$ cat src/rtl/core/joystick_axis_conditioner_macros.svh
// Assertion macros for the joystick axis conditioner.
// Included by the modules that carry concurrent checks; no other dependencies.
`ifndef JOYSTICK_AXIS_CONDITIONER_MACROS_SVH
`define JOYSTICK_AXIS_CONDITIONER_MACROS_SVH

`ifndef SYNTH
// same-cycle implication
`define JAC_ASSERT_IMP(lbl, clk, rst_n, ante, cons) \
    lbl: assert property (@(posedge clk) disable iff (!rst_n) (ante) |-> (cons)) \
        else $error("joystick conditioner check failed");
// next-cycle implication
`define JAC_ASSERT_NXT(lbl, clk, rst_n, ante, cons) \
    lbl: assert property (@(posedge clk) disable iff (!rst_n) (ante) |=> (cons)) \
        else $error("joystick conditioner check failed");
`else
`define JAC_ASSERT_IMP(lbl, clk, rst_n, ante, cons)
`define JAC_ASSERT_NXT(lbl, clk, rst_n, ante, cons)
`endif

`endif

$ cat src/rtl/core/jac_pkg.sv
// Shared types and constants for the joystick axis conditioner.
// No dependencies; used by the interfaces, controller, datapath and top level.
package jac_pkg;

    // parameter defaults
    localparam int SAMPLE_BITS_DEF = 12;

    // output full scale, fixed to suit the output field width
    localparam int OUT_SPAN   = 1000;

    // fixed field widths
    localparam int CENTER_W   = 12;
    localparam int DEAD_W     = 10;
    localparam int THRESH_W   = 11;
    localparam int OUT_W      = 11;
    localparam int CFG_IDX_W  = 2;
    localparam int CFG_DATA_W = 12;

    // register indexes
    localparam logic [CFG_IDX_W-1:0] REG_CENTER = 2'd0;
    localparam logic [CFG_IDX_W-1:0] REG_DEAD   = 2'd1;
    localparam logic [CFG_IDX_W-1:0] REG_THRESH = 2'd2;

    // register reset values
    localparam logic [CENTER_W-1:0] CENTER_RST = 12'd2048;
    localparam logic [DEAD_W-1:0]   DEAD_RST   = 10'd600;
    localparam logic [THRESH_W-1:0] THRESH_RST = 11'd100;

    // controller to datapath commands
    typedef struct packed {
        logic load;
        logic mul;
        logic step;
        logic sign;
        logic fin;
    } t_cmd;

    // datapath to controller status
    typedef struct packed {
        logic div_last;
    } t_stat;

endpackage

$ cat src/rtl/core/jac_if.sv
// Request channels of the joystick axis conditioner: sample in, result out.
// Depends on jac_pkg for default widths.
interface jac_in_if #(
    parameter int SAMPLE_BITS = jac_pkg::SAMPLE_BITS_DEF
);
    logic                   valid;
    logic                   ready;
    logic [SAMPLE_BITS-1:0] x_sample;
    logic                   x_read_ok;
    logic [SAMPLE_BITS-1:0] y_sample;
    logic                   y_read_ok;
    logic                   button_level;

    modport source (output valid, x_sample, x_read_ok, y_sample, y_read_ok, button_level,
                    input ready);
    modport sink   (input valid, x_sample, x_read_ok, y_sample, y_read_ok, button_level,
                    output ready);
endinterface

interface jac_out_if;
    logic                                valid;
    logic                                ready;
    logic signed [jac_pkg::OUT_W-1:0]    x_axis;
    logic signed [jac_pkg::OUT_W-1:0]    y_axis;
    logic                                btn_down;
    logic                                press_event;

    modport source (output valid, x_axis, y_axis, btn_down, press_event,
                    input ready);
    modport sink   (input valid, x_axis, y_axis, btn_down, press_event,
                    output ready);
endinterface

$ cat src/rtl/core/jac_ctrl.sv
// Sequencing controller for the joystick axis conditioner.
// Depends on jac_pkg (command/status structs) and the assertion macro header.
`include "joystick_axis_conditioner_macros.svh"

module jac_ctrl (
    input  logic           i_clk,
    input  logic           i_rst_n,
    input  logic           i_in_valid,
    output logic           o_in_ready,
    output logic           o_out_valid,
    input  logic           i_out_ready,
    output jac_pkg::t_cmd  o_cmd,
    input  jac_pkg::t_stat i_stat
);

    localparam logic [2:0] S_IDLE = 3'd0;
    localparam logic [2:0] S_MUL  = 3'd1;
    localparam logic [2:0] S_DIV  = 3'd2;
    localparam logic [2:0] S_SGN  = 3'd3;
    localparam logic [2:0] S_FIN  = 3'd4;

    logic [2:0] r_state, n_state;
    logic       r_out_valid, n_out_valid;

    always_comb begin
        n_state     = r_state;
        n_out_valid = r_out_valid;
        o_cmd       = '0;
        if (r_out_valid && i_out_ready) begin
            n_out_valid = 1'b0;
        end
        unique case (r_state)
            S_IDLE: begin
                if (i_in_valid) begin
                    o_cmd.load = 1'b1;
                    n_state    = S_MUL;
                end
            end
            S_MUL: begin
                o_cmd.mul = 1'b1;
                n_state   = S_DIV;
            end
            S_DIV: begin
                o_cmd.step = 1'b1;
                if (i_stat.div_last) begin
                    n_state = S_SGN;
                end
            end
            S_SGN: begin
                o_cmd.sign = 1'b1;
                n_state    = S_FIN;
            end
            S_FIN: begin
                // wait for the output register to free up
                if (!r_out_valid || i_out_ready) begin
                    o_cmd.fin   = 1'b1;
                    n_out_valid = 1'b1;
                    n_state     = S_IDLE;
                end
            end
            default: begin
                n_state = S_IDLE;
            end
        endcase
    end

    always_ff @(posedge i_clk) begin
        if (!i_rst_n) begin
            r_state     <= S_IDLE;
            r_out_valid <= 1'b0;
        end else begin
            r_state     <= n_state;
            r_out_valid <= n_out_valid;
        end
    end

    assign o_in_ready  = (r_state == S_IDLE);
    assign o_out_valid = r_out_valid;

    `JAC_ASSERT_IMP(a_fin_slot_free, i_clk, i_rst_n, o_cmd.fin, !r_out_valid || i_out_ready)
    `JAC_ASSERT_NXT(a_fin_sets_valid, i_clk, i_rst_n, o_cmd.fin, r_out_valid)
    `JAC_ASSERT_NXT(a_div_exit, i_clk, i_rst_n, o_cmd.step && i_stat.div_last, r_state == S_SGN)

endmodule

$ cat src/rtl/core/jac_dpath.sv
// Datapath of the joystick axis conditioner: config registers, two axis lanes
// with shared-count restoring dividers, hold filter and result register. Uses jac_pkg.
module jac_dpath #(
    parameter int SAMPLE_BITS = jac_pkg::SAMPLE_BITS_DEF
) (
    input  logic                              i_clk,
    input  logic                              i_rst_n,
    input  jac_pkg::t_cmd                     i_cmd,
    output jac_pkg::t_stat                    o_stat,
    input  logic                              i_cfg_we,
    input  logic [jac_pkg::CFG_IDX_W-1:0]     i_cfg_idx,
    input  logic [jac_pkg::CFG_DATA_W-1:0]    i_cfg_data,
    input  logic [SAMPLE_BITS-1:0]            i_x_sample,
    input  logic                              i_x_read_ok,
    input  logic [SAMPLE_BITS-1:0]            i_y_sample,
    input  logic                              i_y_read_ok,
    input  logic                              i_button_level,
    output logic signed [jac_pkg::OUT_W-1:0]  o_x_axis,
    output logic signed [jac_pkg::OUT_W-1:0]  o_y_axis,
    output logic                              o_btn_down,
    output logic                              o_press_event
);

    localparam int OUT_SPAN = jac_pkg::OUT_SPAN;
    localparam int CW     = jac_pkg::CENTER_W;
    localparam int RD_W   = (SAMPLE_BITS > CW) ? SAMPLE_BITS : CW;
    localparam int SPAN_W = $clog2(OUT_SPAN + 1);
    localparam int AXIS_W = SPAN_W + 1;
    localparam int PROD_W = RD_W + SPAN_W;
    localparam int DIV_W  = CW;
    localparam int CNT_W  = $clog2(PROD_W);
    localparam int DIF_W  = AXIS_W + 1;
    localparam int CMP_W  = (DIF_W > jac_pkg::THRESH_W) ? DIF_W : jac_pkg::THRESH_W;

    // configuration
    logic [CW-1:0]                  r_center;
    logic [jac_pkg::DEAD_W-1:0]     r_dead;
    logic [jac_pkg::THRESH_W-1:0]   r_thresh;

    // per-lane working registers (lane 0 = x, lane 1 = y)
    logic [RD_W-1:0]          r_mag   [2];
    logic                     r_neg   [2];
    logic [PROD_W-1:0]        r_num   [2];
    logic [DIV_W-1:0]         r_rem   [2];
    logic [PROD_W-1:0]        r_quo   [2];
    logic signed [AXIS_W-1:0] r_fresh [2];
    logic signed [AXIS_W-1:0] r_held  [2];
    logic [DIV_W-1:0]         r_div;
    logic [CNT_W-1:0]         r_cnt;
    logic                     r_btn;
    logic                     r_prev;

    logic signed [jac_pkg::OUT_W-1:0] r_out_x, r_out_y;
    logic                             r_out_pressed, r_out_event;

    // combinational lane signals
    logic [SAMPLE_BITS-1:0]   l_samp  [2];
    logic                     l_ok    [2];
    logic [RD_W-1:0]          l_read  [2];
    logic signed [RD_W:0]     l_cent  [2];
    logic signed [RD_W:0]     l_ncent [2];
    logic [RD_W-1:0]          l_abs   [2];
    logic                     l_dzone [2];
    logic [RD_W-1:0]          n_mag   [2];
    logic [PROD_W-1:0]        n_num   [2];
    logic [DIV_W:0]           l_rsh   [2];
    logic                     l_ge    [2];
    logic [DIV_W:0]           l_rsub  [2];
    logic [SPAN_W-1:0]        l_qc    [2];
    logic signed [AXIS_W-1:0] l_pos   [2];
    logic signed [AXIS_W-1:0] n_fresh [2];
    logic signed [DIF_W-1:0]  l_diff  [2];
    logic signed [DIF_W-1:0]  l_ndiff [2];
    logic [DIF_W-1:0]         l_adiff [2];
    logic signed [AXIS_W-1:0] n_held  [2];
    logic signed [31:0]       l_wide  [2];
    logic [CW:0]              l_dsub;
    logic [DIV_W-1:0]         n_div;
    logic                     l_pressed;

    always_comb begin
        l_samp[0] = i_x_sample;
        l_samp[1] = i_y_sample;
        l_ok[0]   = i_x_read_ok;
        l_ok[1]   = i_y_read_ok;
        for (int l = 0; l < 2; l++) begin
            // centre, then magnitude/sign with dead band applied
            l_read[l]  = l_ok[l] ? RD_W'(l_samp[l]) : RD_W'(r_center);
            l_cent[l]  = $signed({1'b0, l_read[l]}) - $signed({1'b0, RD_W'(r_center)});
            l_ncent[l] = -l_cent[l];
            l_abs[l]   = l_cent[l][RD_W] ? l_ncent[l][RD_W-1:0] : l_cent[l][RD_W-1:0];
            l_dzone[l] = l_abs[l] < RD_W'(r_dead);
            n_mag[l]   = l_dzone[l] ? '0 : l_abs[l];

            n_num[l]   = PROD_W'(r_mag[l]) * PROD_W'(OUT_SPAN);

            // one restoring division step
            l_rsh[l]   = {r_rem[l], r_num[l][PROD_W-1]};
            l_ge[l]    = l_rsh[l] >= {1'b0, r_div};
            l_rsub[l]  = l_ge[l] ? (l_rsh[l] - {1'b0, r_div}) : l_rsh[l];

            // clamp and sign
            l_qc[l]    = (r_quo[l] > PROD_W'(OUT_SPAN)) ? SPAN_W'(OUT_SPAN)
                                                        : r_quo[l][SPAN_W-1:0];
            l_pos[l]   = $signed({1'b0, l_qc[l]});
            n_fresh[l] = r_neg[l] ? -l_pos[l] : l_pos[l];

            // hold filter: update only on a change above the threshold
            l_diff[l]  = DIF_W'(r_fresh[l]) - DIF_W'(r_held[l]);
            l_ndiff[l] = -l_diff[l];
            l_adiff[l] = l_diff[l][DIF_W-1] ? $unsigned(l_ndiff[l]) : $unsigned(l_diff[l]);
            n_held[l]  = (CMP_W'(l_adiff[l]) > CMP_W'(r_thresh)) ? r_fresh[l] : r_held[l];
            l_wide[l]  = 32'(n_held[l]);
        end
        // divisor not positive is taken as one
        l_dsub = {1'b0, r_center} - (CW + 1)'(r_dead);
        n_div  = (l_dsub[CW] || (l_dsub == '0)) ? DIV_W'(1) : l_dsub[CW-1:0];
        l_pressed = ~r_btn;
    end

    always_ff @(posedge i_clk) begin
        if (!i_rst_n) begin
            r_center <= jac_pkg::CENTER_RST;
            r_dead   <= jac_pkg::DEAD_RST;
            r_thresh <= jac_pkg::THRESH_RST;
        end else if (i_cfg_we) begin
            unique case (i_cfg_idx)
                jac_pkg::REG_CENTER: r_center <= i_cfg_data[CW-1:0];
                jac_pkg::REG_DEAD:   r_dead   <= i_cfg_data[jac_pkg::DEAD_W-1:0];
                jac_pkg::REG_THRESH: r_thresh <= i_cfg_data[jac_pkg::THRESH_W-1:0];
                default: ;
            endcase
        end
    end

    always_ff @(posedge i_clk) begin
        if (!i_rst_n) begin
            r_held[0] <= '0;
            r_held[1] <= '0;
            r_prev    <= 1'b0;
            r_cnt     <= '0;
        end else begin
            if (i_cmd.mul) begin
                r_cnt <= '0;
            end else if (i_cmd.step) begin
                r_cnt <= r_cnt + CNT_W'(1);
            end
            if (i_cmd.fin) begin
                r_held[0] <= n_held[0];
                r_held[1] <= n_held[1];
                r_prev    <= l_pressed;
            end
        end
    end

    always_ff @(posedge i_clk) begin
        if (i_cmd.load) begin
            r_div <= n_div;
            r_btn <= i_button_level;
        end
        for (int l = 0; l < 2; l++) begin
            if (i_cmd.load) begin
                r_mag[l] <= n_mag[l];
                r_neg[l] <= l_cent[l][RD_W];
            end
            if (i_cmd.mul) begin
                r_num[l] <= n_num[l];
                r_rem[l] <= '0;
                r_quo[l] <= '0;
            end else if (i_cmd.step) begin
                r_num[l] <= {r_num[l][PROD_W-2:0], 1'b0};
                r_rem[l] <= l_rsub[l][DIV_W-1:0];
                r_quo[l] <= {r_quo[l][PROD_W-2:0], l_ge[l]};
            end
            if (i_cmd.sign) begin
                r_fresh[l] <= n_fresh[l];
            end
        end
        if (i_cmd.fin) begin
            r_out_x       <= l_wide[0][jac_pkg::OUT_W-1:0];
            r_out_y       <= l_wide[1][jac_pkg::OUT_W-1:0];
            r_out_pressed <= l_pressed;
            r_out_event   <= l_pressed & ~r_prev;
        end
    end

    assign o_stat.div_last  = (r_cnt == CNT_W'(PROD_W - 1));
    assign o_x_axis         = r_out_x;
    assign o_y_axis         = r_out_y;
    assign o_btn_down       = r_out_pressed;
    assign o_press_event    = r_out_event;

endmodule

$ cat src/rtl/core/joystick_axis_conditioner.sv
// Top level of the joystick axis conditioner; uses jac_pkg, jac_if, jac_ctrl, jac_dpath.
// A sample is taken in S_IDLE and passes through S_MUL, S_DIV, S_SGN and S_FIN; the dividers
// yield PROD_W = max(SAMPLE_BITS, 12) + clog2(OUT_SPAN + 1) quotient bits.
// The bit-a-cycle dividers run side by side on both axes, and a new sample is taken only once
// the controller is back in S_IDLE; a result left in the output register holds the next one.
// Reset: synchronous, active low; registers to 2048/600/100, held axes to zero.
module joystick_axis_conditioner #(
    parameter int SAMPLE_BITS = jac_pkg::SAMPLE_BITS_DEF
) (
    input  logic                           i_clk,
    input  logic                           i_rst_n,
    jac_in_if.sink                         i_samp,
    jac_out_if.source                      o_res,
    input  logic                           i_cfg_we,
    input  logic [jac_pkg::CFG_IDX_W-1:0]  i_cfg_idx,
    input  logic [jac_pkg::CFG_DATA_W-1:0] i_cfg_data
);

    jac_pkg::t_cmd  cmd;
    jac_pkg::t_stat stat;
    logic           in_ready;
    logic           out_valid;

    jac_ctrl u_ctrl (
        .i_clk       (i_clk),
        .i_rst_n     (i_rst_n),
        .i_in_valid  (i_samp.valid),
        .o_in_ready  (in_ready),
        .o_out_valid (out_valid),
        .i_out_ready (o_res.ready),
        .o_cmd       (cmd),
        .i_stat      (stat)
    );

    jac_dpath #(
        .SAMPLE_BITS (SAMPLE_BITS)
    ) u_dpath (
        .i_clk            (i_clk),
        .i_rst_n          (i_rst_n),
        .i_cmd            (cmd),
        .o_stat           (stat),
        .i_cfg_we         (i_cfg_we),
        .i_cfg_idx        (i_cfg_idx),
        .i_cfg_data       (i_cfg_data),
        .i_x_sample       (i_samp.x_sample),
        .i_x_read_ok      (i_samp.x_read_ok),
        .i_y_sample       (i_samp.y_sample),
        .i_y_read_ok      (i_samp.y_read_ok),
        .i_button_level   (i_samp.button_level),
        .o_x_axis         (o_res.x_axis),
        .o_y_axis         (o_res.y_axis),
        .o_btn_down       (o_res.btn_down),
        .o_press_event    (o_res.press_event)
    );

    assign i_samp.ready = in_ready;
    assign o_res.valid  = out_valid;

endmodule

$ cat src/flat_wrapper.sv
// flat-port wrapper written by rule: the top's interface ports become plain ports
module joystick_axis_conditioner_flat 
#(
    parameter int SAMPLE_BITS = jac_pkg::SAMPLE_BITS_DEF
)
  (i_clk, i_rst_n, i_cfg_we, i_cfg_idx, i_cfg_data, i_samp_valid, i_samp_x_sample, i_samp_x_read_ok, i_samp_y_sample, i_samp_y_read_ok, i_samp_button_level, i_samp_ready, o_res_valid, o_res_x_axis, o_res_y_axis, o_res_btn_down, o_res_press_event, o_res_ready);
  jac_in_if #(.SAMPLE_BITS(SAMPLE_BITS)) i_samp_i ();
  jac_out_if o_res_i ();
  input  logic i_clk;
  input  logic i_rst_n;
  input  logic i_cfg_we;
  input  logic [jac_pkg::CFG_IDX_W-1:0] i_cfg_idx;
  input  logic [jac_pkg::CFG_DATA_W-1:0] i_cfg_data;
  input wire logic [$bits(i_samp_i.valid)-1:0] i_samp_valid;
  input wire logic [$bits(i_samp_i.x_sample)-1:0] i_samp_x_sample;
  input wire logic [$bits(i_samp_i.x_read_ok)-1:0] i_samp_x_read_ok;
  input wire logic [$bits(i_samp_i.y_sample)-1:0] i_samp_y_sample;
  input wire logic [$bits(i_samp_i.y_read_ok)-1:0] i_samp_y_read_ok;
  input wire logic [$bits(i_samp_i.button_level)-1:0] i_samp_button_level;
  output wire logic [$bits(i_samp_i.ready)-1:0] i_samp_ready;
  output wire logic [$bits(o_res_i.valid)-1:0] o_res_valid;
  output wire logic [$bits(o_res_i.x_axis)-1:0] o_res_x_axis;
  output wire logic [$bits(o_res_i.y_axis)-1:0] o_res_y_axis;
  output wire logic [$bits(o_res_i.btn_down)-1:0] o_res_btn_down;
  output wire logic [$bits(o_res_i.press_event)-1:0] o_res_press_event;
  input wire logic [$bits(o_res_i.ready)-1:0] o_res_ready;
  assign i_samp_i.valid = i_samp_valid;
  assign i_samp_i.x_sample = i_samp_x_sample;
  assign i_samp_i.x_read_ok = i_samp_x_read_ok;
  assign i_samp_i.y_sample = i_samp_y_sample;
  assign i_samp_i.y_read_ok = i_samp_y_read_ok;
  assign i_samp_i.button_level = i_samp_button_level;
  assign i_samp_ready = i_samp_i.ready;
  assign o_res_valid = o_res_i.valid;
  assign o_res_x_axis = o_res_i.x_axis;
  assign o_res_y_axis = o_res_i.y_axis;
  assign o_res_btn_down = o_res_i.btn_down;
  assign o_res_press_event = o_res_i.press_event;
  assign o_res_i.ready = o_res_ready;
  joystick_axis_conditioner #(.SAMPLE_BITS(SAMPLE_BITS)) u_core (.i_clk(i_clk), .i_rst_n(i_rst_n), .i_samp(i_samp_i), .o_res(o_res_i), .i_cfg_we(i_cfg_we), .i_cfg_idx(i_cfg_idx), .i_cfg_data(i_cfg_data));
endmodule
$ cat config.mk
export PLATFORM = sky130hd
export DESIGN_NAME = joystick_axis_conditioner_flat
export DESIGN_NICKNAME = d
export VERILOG_FILES = /design/src/rtl/core/jac_pkg.sv /design/src/rtl/core/jac_if.sv /design/src/rtl/core/jac_ctrl.sv /design/src/rtl/core/jac_dpath.sv /design/src/rtl/core/joystick_axis_conditioner.sv /design/src/flat_wrapper.sv
export VERILOG_INCLUDE_DIRS = /design/src /design/src/rtl/core
export SDC_FILE = /design/constraint.sdc
export NUM_CORES = 1
export LEC_CHECK = 0
export BUFFER_PORTS_ARGS = -buffer_cell sky130_fd_sc_hd__buf_2
export CORE_UTILIZATION = 55
export DETAILED_ROUTE_END_ITERATION = 7
export PLACE_DENSITY = 0.8
export SETUP_SLACK_MARGIN = 0.2
export SLEW_MARGIN = 20
export SYNTH_ARGS = -nofsm -noshare
export SYNTH_HDL_FRONTEND = slang
export SYNTH_SLANG_ARGS = --single-unit
$ cat constraint.sdc
create_clock -name i_clk -period 5.92 [get_ports i_clk]
set_input_delay 0.296 -clock i_clk [delete_from_list [all_inputs] [get_ports i_clk]]
set_output_delay 0.296 -clock i_clk [all_outputs]
set_load 0.02 [all_outputs]
==> flow_metrics.py <==
metrics = {
    "drt": {
        "detailroute.via_count": 15390,
        "post-route-drc-count": 0,
        "remaining_antenna_violation_count": 0,
        "total_wire_length_after_detailed_routing_um": 44930,
        "detail_route.vias_per_cell": 5.855,
        "routedWlPerCell_um": 17.09,
        "drt_pass1_iterations": 7,
        "drt_iter0_drc": 1001,
    },
    "logic_synthesis": {
        "yosys_register_bits": 256,
        "synth_warnings": 0,
        "synthFlopType": "sky130_fd_sc_hd__edfxtp_1",
        "synth_area_leaders": "sky130_fd_sc_hd__edfxtp_1 32%, sky130_fd_sc_hd__ha_1 13%, sky130_fd_sc_hd__fa_1 8.2%",
        "synth.cells.most_frequent": "221 x sky130_fd_sc_hd__inv_1, 218 x sky130_fd_sc_hd__ha_1, 213 x sky130_fd_sc_hd__edfxtp_1",
        "netlist.area_leader.share_pct": 31.59,
        "yosysTopAreaCell": "sky130_fd_sc_hd__edfxtp_1",
        "synth_sequential_area_ratio_pct": 35.84,
        "yosysMostFrequentCell": "sky130_fd_sc_hd__inv_1",
        "synth_cell_type_count": 84,
        "synth_edf_count": 213,
        "syn_area_per_cell_um2": 9.800,
        "mappedNetlistArea_mm2": 0.02025,
        "synthArstFlopShare_pct": 0,
        "postSynthNetCount": 2413,
        "syn-instance-count": 2066,
    },
    "clocking": {
        "cts_max_path_buffers": 3,
        "clk_pin_slew_worst_paths_ps": 60,
        "clock_latency_ps": 590,
        "post_cts_buffers": 0,
        "cts-htree-levels": 1,
        "cts_tree": "yes",
        "tritoncts_num_sinks": 256,
        "clock-root-buffer": "sky130_fd_sc_hd__clkbuf_16",
        "tritoncts.num_buffers": 30,
    },
    "finish": {
        "area_growth_from_synthesis_to_layout_pct": 10.44,
        "nFillCells": 2866,
        "drive_above_1_share_pct": 9.322,
        "count_of_nets_after_finishing": 2490,
    },
    "grt": {
        "antenna_found_initial": 1,
        "grt_start_max_net_pins": 76,
        "gr-usage-all-layers_pct": 24.01,
        "grt.overflow.total": 0,
        "via_count_of_the_first_global_routing_pass": 15190,
        "grt_first_pass_wirelength_um": 74290,
    },
    "critical_path": {
        "critical_path_required_ps": 6230,
        "arrival_ps": 5450,
        "timing.critical_path.to_type": "flop",
        "critical_path.startpoint_type": "flop",
        "timing.critical_path.fanout_max": 5,
        "path_class": "reg -> reg",
    },
    "timing": {
        "final_min_period_over_clock_period_pct": 86.97,
        "timing.final.hold_violations": 0,
        "finalWorstPathRequiredPeriod_ps": 5149,
        "final.setup.tns_ps": 0,
        "worst_clock_skew_ps": 17.09,
        "fmax_mhz": 194.2,
        "slew_violations": 0,
        "final-setup-viol-count": 0,
        "rsz0062_at_grt": "no",
        "worst-slew-pin-transition_ps": 1041,
        "relSlewSlack_pct": 30.44,
    },
    "die": {
        "floorplan.die.width_um": 193.9,
        "placeableCoreArea_mm2": 0.03591,
        "io_pins": 72,
        "fp-row-count": 69,
        "fp.dieH_um": 193.9,
        "initial_utilization_pct": 56.38,
        "floorplan.die_area_mm2": 0.03758,
    },
    "placed_design": {
        "dp_hpwl_um": 33880,
        "gpl.final_weighted_congestion": 0.8806,
        "buffer_ports.inserted": 71,
    },
    "min_path": {
        "hold_path.class": "in -> reg",
    },
    "run_status": {
        "outcome": "finished, final reports clean",
    },
    "run": {
        "max_cap_viol_count": 0,
    },
}
[registers in the layout, summed over array words and instances, names as in the netlist, 10 cells and up]
name / flops
u_core.u_dpath.o_x_axis: 11
u_core.u_dpath.o_y_axis: 11
u_core.u_dpath.r_center: 12
u_core.u_dpath.r_dead: 10
u_core.u_dpath.r_div: 12
u_core.u_dpath.r_fresh: 22
u_core.u_dpath.r_held: 22
u_core.u_dpath.r_mag: 24
u_core.u_dpath.r_num: 38
u_core.u_dpath.r_quo: 44
u_core.u_dpath.r_rem: 24
u_core.u_dpath.r_thresh: 11
[per-stage QoR]
step	cell area (um2)	std cells	util, %	hold WS [ps]	setup slack (ps)
after floorplan	20250	2066	-	394.9	224.0
after global placement	21090	2558	58.73	453.5	903.6
after detailed placement	21090	2558	58.73	459.2	784.4
after CTS	22350	2628	62.24	65.06	791.9
after global routing	22360	2629	62.26	85.96	455.8
final	22360	2629	62.26	69.24	771.5
[worst max-delay path, stage by stage (launching register included)]
cell                       delay, ps
sky130_fd_sc_hd__edfxtp_1        480
sky130_fd_sc_hd__fa_1            620
sky130_fd_sc_hd__inv_1            80
sky130_fd_sc_hd__fa_1            540
sky130_fd_sc_hd__fa_1            450
sky130_fd_sc_hd__fa_1            510
sky130_fd_sc_hd__inv_1            40
sky130_fd_sc_hd__ha_1            340
sky130_fd_sc_hd__nand2_1          80
sky130_fd_sc_hd__o21ai_0         150
sky130_fd_sc_hd__o221ai_1        290
sky130_fd_sc_hd__a21oi_1         170
sky130_fd_sc_hd__a41o_1          310
sky130_fd_sc_hd__or4_1           400
sky130_fd_sc_hd__a31oi_1         200
sky130_fd_sc_hd__xnor2_1         130
sky130_fd_sc_hd__o21ai_0          80
[final timing paths]
path | startpoint | to | slack (ps) | cells after the start
min reg2reg | u_core.u_dpath.r_dead[7] | u_core.u_dpath.r_dead[7] | 470 | 2
min | o_res_ready | u_core.u_ctrl.r_state[2] | 70 | 4
max reg2reg | u_core.u_dpath.r_mag[0][12] | u_core.u_dpath.r_num[1][20] | 770 | 16
max | u_core.u_dpath.r_mag[0][12] | u_core.u_dpath.r_num[1][20] | 770 | 16
[repair_timing]
action                    4_1_cts  5_1_grt
hold buffers                   14        0
gates resized for setup         0        0
hold endpoints to repair       23        0
[cells in the final DEF, fill, tap and decap left out, drive strengths merged, types with 8 or more instances in the layout]
cell / count
inv: 221
ha: 218
edfxtp: 213
nand2: 210
nor2: 131
o21ai: 117
a21oi: 89
fa: 83
buf: 83
xnor2: 67
nor2b: 61
and3: 50
xor2: 46
nand3: 46
dfxtp: 43
a21boi: 35
nor3: 34
clkbuf: 34
o21a: 32
a211oi: 29
a21o: 27
mux2: 24
or3: 20
o31a: 20
nand4: 19
o31ai: 19
nand2b: 15
o211ai: 14
dlygate4sd3: 14
or2: 14
a31oi: 13
clkinv: 11
nand3b: 10
and2: 9
bufinv: 8
[routing by layer]
| metal | global-route usage [%] | share of wire [%] |
|---|---|---|
| met5 | 0 | 0 |
| met4 | 7.496 | 2.6 |
| met3 | 3.235 | 5.7 |
| met2 | 40.14 | 47 |
| met1 | 32.43 | 44 |
[logic make-up (layout without fill, tap and decap cells)]
group,count (synthesis),in the layout,share of synthesized area [%]
buffers and inverters,274,375,5.123
other,0,1,0
and+or+nand+nor,652,652,15.93
AOI/OAI and AO/OA,443,443,14.91
muxes,27,27,1.483
DFF,256,256,35.84
xor gates and xnor gates,113,113,5.036
adders and majority gates,301,301,21.68
[area by class of cell]
type	instances	area, um2	area share (%)
clock buffer	34	775.7	3.469
inverter	222	833.3	3.727
clock inverter	22	345.3	1.544
tap	461	576.8	2.579
antenna	1	2.502	0.01119
timing repair buffer	97	585.6	2.619
sequential	256	7257	32.45
multi-input combinational	1536	11990	53.60
Power is left out: the tool's default activity adds up to more than one toggle a clock period on the data nets, which glitch-free logic cannot reach.
